$ cat src/rtl/rotation_matrix_to_quaternion_defines.svh
// Assertion macros for the rotation matrix to quaternion block.
// Used by the RTL files that carry assertions; depends on nothing.
`ifndef ROTATION_MATRIX_TO_QUATERNION_DEFINES_SVH
`define ROTATION_MATRIX_TO_QUATERNION_DEFINES_SVH
`ifndef SYNTH
`define RMQ_ASSERT_IMPL(label, clk, rst, a, c) \
  label: assert property (@(posedge clk) disable iff (rst) (a) |-> (c)) \
    else $error("assertion failed");
`define RMQ_ASSERT_NEXT(label, clk, rst, a, c) \
  label: assert property (@(posedge clk) disable iff (rst) (a) |=> (c)) \
    else $error("assertion failed");
`else
`define RMQ_ASSERT_IMPL(label, clk, rst, a, c)
`define RMQ_ASSERT_NEXT(label, clk, rst, a, c)
`endif
`endif

$ cat src/rtl/rmq_pkg.sv
// Shared types and constants for the rotation matrix to quaternion block.
// No dependencies.
package rmq_pkg;
  localparam int FRAC_BITS = 14;
  localparam int DW = 16;
  // Square root radicand: t < 2^18, shifted by FRAC_BITS.
  localparam int RAD_W = 34;
  localparam int ROOT_W = RAD_W / 2;
  localparam int NCELL = ROOT_W;
  localparam int DET_W = 52;
  localparam logic [0:0] CFG_DET_TOL = 1'b0;
  // Byte address of the tolerance register on the register port.
  localparam logic [1:0] ADDR_DET_TOL = 2'(4 * CFG_DET_TOL);

  typedef logic signed [DW-1:0] entry_t;

  // Per-lane square root state carried through the cell chain.
  typedef struct packed {
    logic [RAD_W-1:0] rem;
    logic [ROOT_W-1:0] root;
    logic [RAD_W-1:0] rad;
  } lane_t;

  // Item side data travelling along with the lanes.
  typedef struct packed {
    logic valid_res;
    logic neg_x;
    logic neg_y;
    logic neg_z;
  } side_t;
endpackage

$ cat src/rtl/rmq_root_cell.sv
// One cell of the square root chain: resolves one root bit on four lanes.
// Depends on rmq_pkg.
module rmq_root_cell (
  input  logic clk,
  input  logic rst,
  input  logic en,
  input  logic [4:0] step,
  input  logic in_vld,
  input  rmq_pkg::lane_t [3:0] in_lane,
  input  rmq_pkg::side_t in_side,
  output logic out_vld,
  output rmq_pkg::lane_t [3:0] out_lane,
  output rmq_pkg::side_t out_side
);
  rmq_pkg::lane_t [3:0] lane_next;

  // Restoring square root step: bring down two radicand bits, try 4r+1.
  always_comb begin
    for (int i = 0; i < 4; i++) begin
      logic [rmq_pkg::RAD_W-1:0] r2;
      logic [rmq_pkg::RAD_W-1:0] trial;
      r2 = {in_lane[i].rem[rmq_pkg::RAD_W-3:0], in_lane[i].rad[rmq_pkg::RAD_W-1 -: 2]};
      trial = {in_lane[i].root, 2'b01};
      lane_next[i].rad = {in_lane[i].rad[rmq_pkg::RAD_W-3:0], 2'b00};
      if (r2 >= trial) begin
        lane_next[i].rem = r2 - trial;
        lane_next[i].root = {in_lane[i].root[rmq_pkg::ROOT_W-2:0], 1'b1};
      end else begin
        lane_next[i].rem = r2;
        lane_next[i].root = {in_lane[i].root[rmq_pkg::ROOT_W-2:0], 1'b0};
      end
    end
  end

  always_ff @(posedge clk) begin
    if (rst) begin
      out_vld <= 1'b0;
    end else if (en) begin
      out_vld <= in_vld;
    end
    if (en) begin
      out_lane <= lane_next;
      out_side <= in_side;
    end
  end

  // The step index only labels the cell's place in the chain.
  logic unused_step;
  assign unused_step = ^step;
endmodule

$ cat config.mk
export PLATFORM = sky130hd
export DESIGN_NAME = rmq_root_cell
export DESIGN_NICKNAME = d
export VERILOG_FILES = /design/src/rtl/rotation_matrix_to_quaternion_defines.svh /design/src/rtl/rmq_pkg.sv /design/src/rtl/rmq_root_cell.sv
export SDC_FILE = /design/constraint.sdc
export NUM_CORES = 1
export LEC_CHECK = 0
export BUFFER_PORTS_ARGS = -buffer_cell sky130_fd_sc_hd__buf_2
export CAP_MARGIN = 20
export CORE_AREA = 2 2 268 270
export DETAILED_ROUTE_END_ITERATION = 8
export DIE_AREA = 0 0 270 272
export MAX_ROUTING_LAYER = met4
export PLACE_DENSITY_LB_ADDON = 0.08
export SLEW_MARGIN = 20
export SYNTH_ARGS = -nofsm -noshare
export SYNTH_HDL_FRONTEND = slang
export SYNTH_SLANG_ARGS = --single-unit
$ cat constraint.sdc
create_clock -name clk -period 4 [get_ports clk]
set_input_delay 0.8 -clock clk [delete_from_list [all_inputs] [get_ports clk]]
set_output_delay 0.8 -clock clk [all_outputs]
set_load 0.01 [all_outputs]
* After elaboration in Yosys (flattened, before gate mapping)
Index checks and enable logic that the tools add are counted.
** Word-level totals
- Bits of input ports :: 353
- Word-level logic and storage cells :: 29
- Register bits :: 337
- Output and inout bits :: 345
** Cells by class
- Multiplexer cells :: 4
- Order comparisons :: 4
- Add/subtract/negate cells :: 4
** Operators by type and width (number)
- $mux 51 :: 4
- $ge 34x19->1 :: 4
- $sub 34x19->34 :: 4

* Longest topological paths before layout
- Depth after elaboration :: 2
- Mapped depth :: 12

* Worst setup path after synthesis
No wires, ideal clock.
- Path kind :: input-to-reg
- Start :: input in_lane[36] (netlist name)
- End :: register out_lane[83] (netlist name), data pin
- Slack :: 0.539 ns
- Buffers on the path :: 0
- Stages :: 10
- Setup time :: 0.266 ns
- Arrival :: 3.195 ns
- Cell sequence :: inv_1 > ha_1 > and4b_4 > a2111oi_4 > or4_1 > o211ai_2 > a221o_1 > or4b_4 > nor4_4 > xor2_1
** RTL lines
- from (decl) :: line rmq_root_cell.sv:9 : input rmq_pkg::lane_t [3:0] in_lane,
- to (signal assigned) :: line rmq_root_cell.sv:42 : out_lane <= lane_next;
- to (decl) :: line rmq_root_cell.sv:12 : output rmq_pkg::lane_t [3:0] out_lane,

==> reports/results.ini <==
[outcome]
outcome = completed

[clocking]
cts-hold-fix-buffers = 0
ctsResizeCount = 0
worstSkewPairLatency_ns = 0.58
cts.clk_slew.worst_paths_ns = 0.06
cts.sinks = 337
cts_tree = yes
clk_path_buf_depth = 3
h-tree-depth = 2
post-cts-setup-buffers = 0
root_buffer = clkbuf_16
numCtsBuffers = 44

[logic_synthesis]
synthFlopType = edfxtp_1
yosys_warnings = 0
synth_compound_area_share_pct = 10.7
muxShareOfSynthArea_pct = 0.956
synth_seq_cells = 337
synth_edf_count = 336
synth_simple_gate_area_share_pct = 10.5
yosys.area_share.adder_pct = 5.86
syn_inst = 1288
syn-cell-area_mm2 = 0.0162
yosys-top-cells-area = edfxtp_1 (62%), ha_1 (5.9%), xnor2_1 (4.2%)
yosys.area.top_type = edfxtp_1
synth_xor_area_share_pct = 6.58
synth.distinct_cells = 69
synth_top_family_by_area = compound AO/OA/AOI/OAI gates
yosysSeqAreaShare_pct = 62.3
synth_commonest_cells = edfxtp_1 (336), a21oi_1 (107), inv_1 (94), nor2_1 (94), nand2_1 (78)
synthMostInstantiatedCell = edfxtp_1
yosysTopAreaCellShare_pct = 62.1
avgSynthCellArea_um2 = 12.6
synth-async-reset-ratio_pct = 0

[final_layout]
fill_cells = 7402
final_util_pct = 31.9
syn_to_final_growth_pct = 38.8
final_nets = 2447
stdcell_count = 3020
drive_gt1_share_pct = 39.1

[critical_path]
r2r_cells = 2
critPathLaunchType = input port
r2r-start = out_vld
r2r-end = out_vld
arrival_ns = 3.56
crit_required_ns = 4.32
critPathCaptureType = flip-flop
path_class = in -> reg
r2r_slack_ns = 3.42
critPathMaxFanout = 6

[global_routing]
grt.overflow.total = 0
grt_pass1_vias = 13442
grt_max_degree = 81
grtUsageTotal_pct = 16.2
grt_pass1_wl_mm = 87.0
grt_antenna_before_repair = 20

[placed_design]
dpl.hpwl_mm = 48.5
portBuffers = 676
gp_congestion = 0.842
place_inst = 2922
pre_cts_slack_ns = 0.125

[hold_path]
hold_class = in -> reg
min_from = rst
hold_end = out_vld
hold_path_depth = 2

[floorplan]
coreArea_mm2 = 0.0708
die_area_mm2 = 0.0734
rows = 98
die_w_um = 270
fp.dieH_um = 272
start_util_pct = 22.9
io_pins = 698

[sta]
drv_slew = 0
fin_worst_skew_ns = 0
grt_setup_unrepaired = no
setup_viol = 0
finalWorstSetupSlack_ns = 0.758
relSlewSlack_pct = 50.0
hold_viol = 0
fin_crit_sh_pct = 81.0
max_freq_mhz = 308
finalCriticalPeriod_ns = 3.24
fin_tns_setup_ns = 0
worst_slew_pin_slew_ns = 0.750

[detailed_routing]
vias = 12912
wl_mm = 60.2
vias_per_cell = 4.28
dr.pass1.iters = 5
wire_per_inst_um = 19.9
drt-initial-drc-count = 541
ant_nets = 0
drc = 0

[power_and_ir_drop]
swShare_pct = 27.2
power_frac_comb_pct = 17.2
p_seq_share_pct = 42.9
p_leak_nw = 9.62
total_power_mw = 10.3
vdd_drop_max_v = 0.000345
power.density_mw_per_mm2 = 455
power_switching_mw = 2.79
pwr-share-clk_pct = 39.9
internal_power_mw = 7.46

[run]
max_cap_viol_count = 0

per-layer routing:
| layer | part of all wire, % | track usage, % | wire length, um |
|---|---|---|---|
| met1 | 39 | 17.5 | 23400 |
| met5 | 0 | - | 0 |
| met2 | 51 | 28.5 | 30900 |
| met3 | 8.1 | 5.62 | 4890 |
| met4 | 1.8 | 3.96 | 1070 |
how the worst max path moves through the flow:
stage,startpoint,endpoint,depth (start not counted)
final,in_lane[35],out_lane[83],11
after floorplan,in_lane[36],out_lane[83],10
after global placement,in_lane[294],out_lane[327],11
after global routing,in_lane[294],out_lane[327],11
after detailed placement,in_lane[294],out_lane[327],11
after CTS,in_lane[294],out_lane[327],11
placed cells by master, fill, tap and decap left out, types with 22 or more instances in the layout:
master	count
inv_1	94
nor2_1	94
nor3_1	30
xnor2_1	77
buf_4	26
o21ai_0	55
a21oi_1	107
xor2_1	45
clkbuf_16	44
ha_1	76
buf_2	675
edfxtp_1	336
nand2_1	78
a21o_1	22
sequential cells by signal, indices dropped and copies added (netlist names):
name      count
out_side      4
out_lane    332
out_vld       1
power groups by stage:
stage	clock, mW	combinational (mW)	sequential, mW
2_1_floorplan	0	0.671	4.66
3_3_place_gp	0	1.79	4.47
3_5_place_dp	0	1.79	4.47
4_1_cts	4.29	1.80	4.40
5_1_grt	4.40	1.94	4.43
6_report	4.09	1.76	4.40
stage by stage:
stage / hold WS, ns / cell area (um2)
3_5_place_dp: 0.497 / 21000
6_report: 0.378 / 22500
5_1_grt: 0.337 / 22500
3_3_place_gp: 0.472 / 21000
2_1_floorplan: 0.528 / 16300
4_1_cts: 0.320 / 22500
critical path, stage by stage:
cell       delay [ns]
buf_2            0.09
inv_1            0.05
ha_1             0.37
a21o_1           0.25
a2111oi_4        0.40
or4_1            0.20
o211ai_2         0.15
a221o_1          0.44
or4b_4           0.56
nor4_4           0.16
xor2_1           0.09
cell families after synthesis:
kind of cell	count (synthesis)
compound gates	275
other cells	1
xor+xnor	122
buf+inv	124
simple gates	339
flops	337
mux	14
fa+ha+maj	76
final cells by class:
type / instances / area (um2) / area share, %
antenna: 17 / 42.5 / 0.189
timing repair buffer: 707 / 3690 / 16.4
clock inverter: 33 / 375 / 1.67
clock buffer: 48 / 1120 / 4.95
multi-input combinational: 834 / 5660 / 25.1
tap: 950 / 1190 / 5.27
sequential: 337 / 10100 / 44.9
inverter: 94 / 353 / 1.57
(Power assumes the default switching activity.)
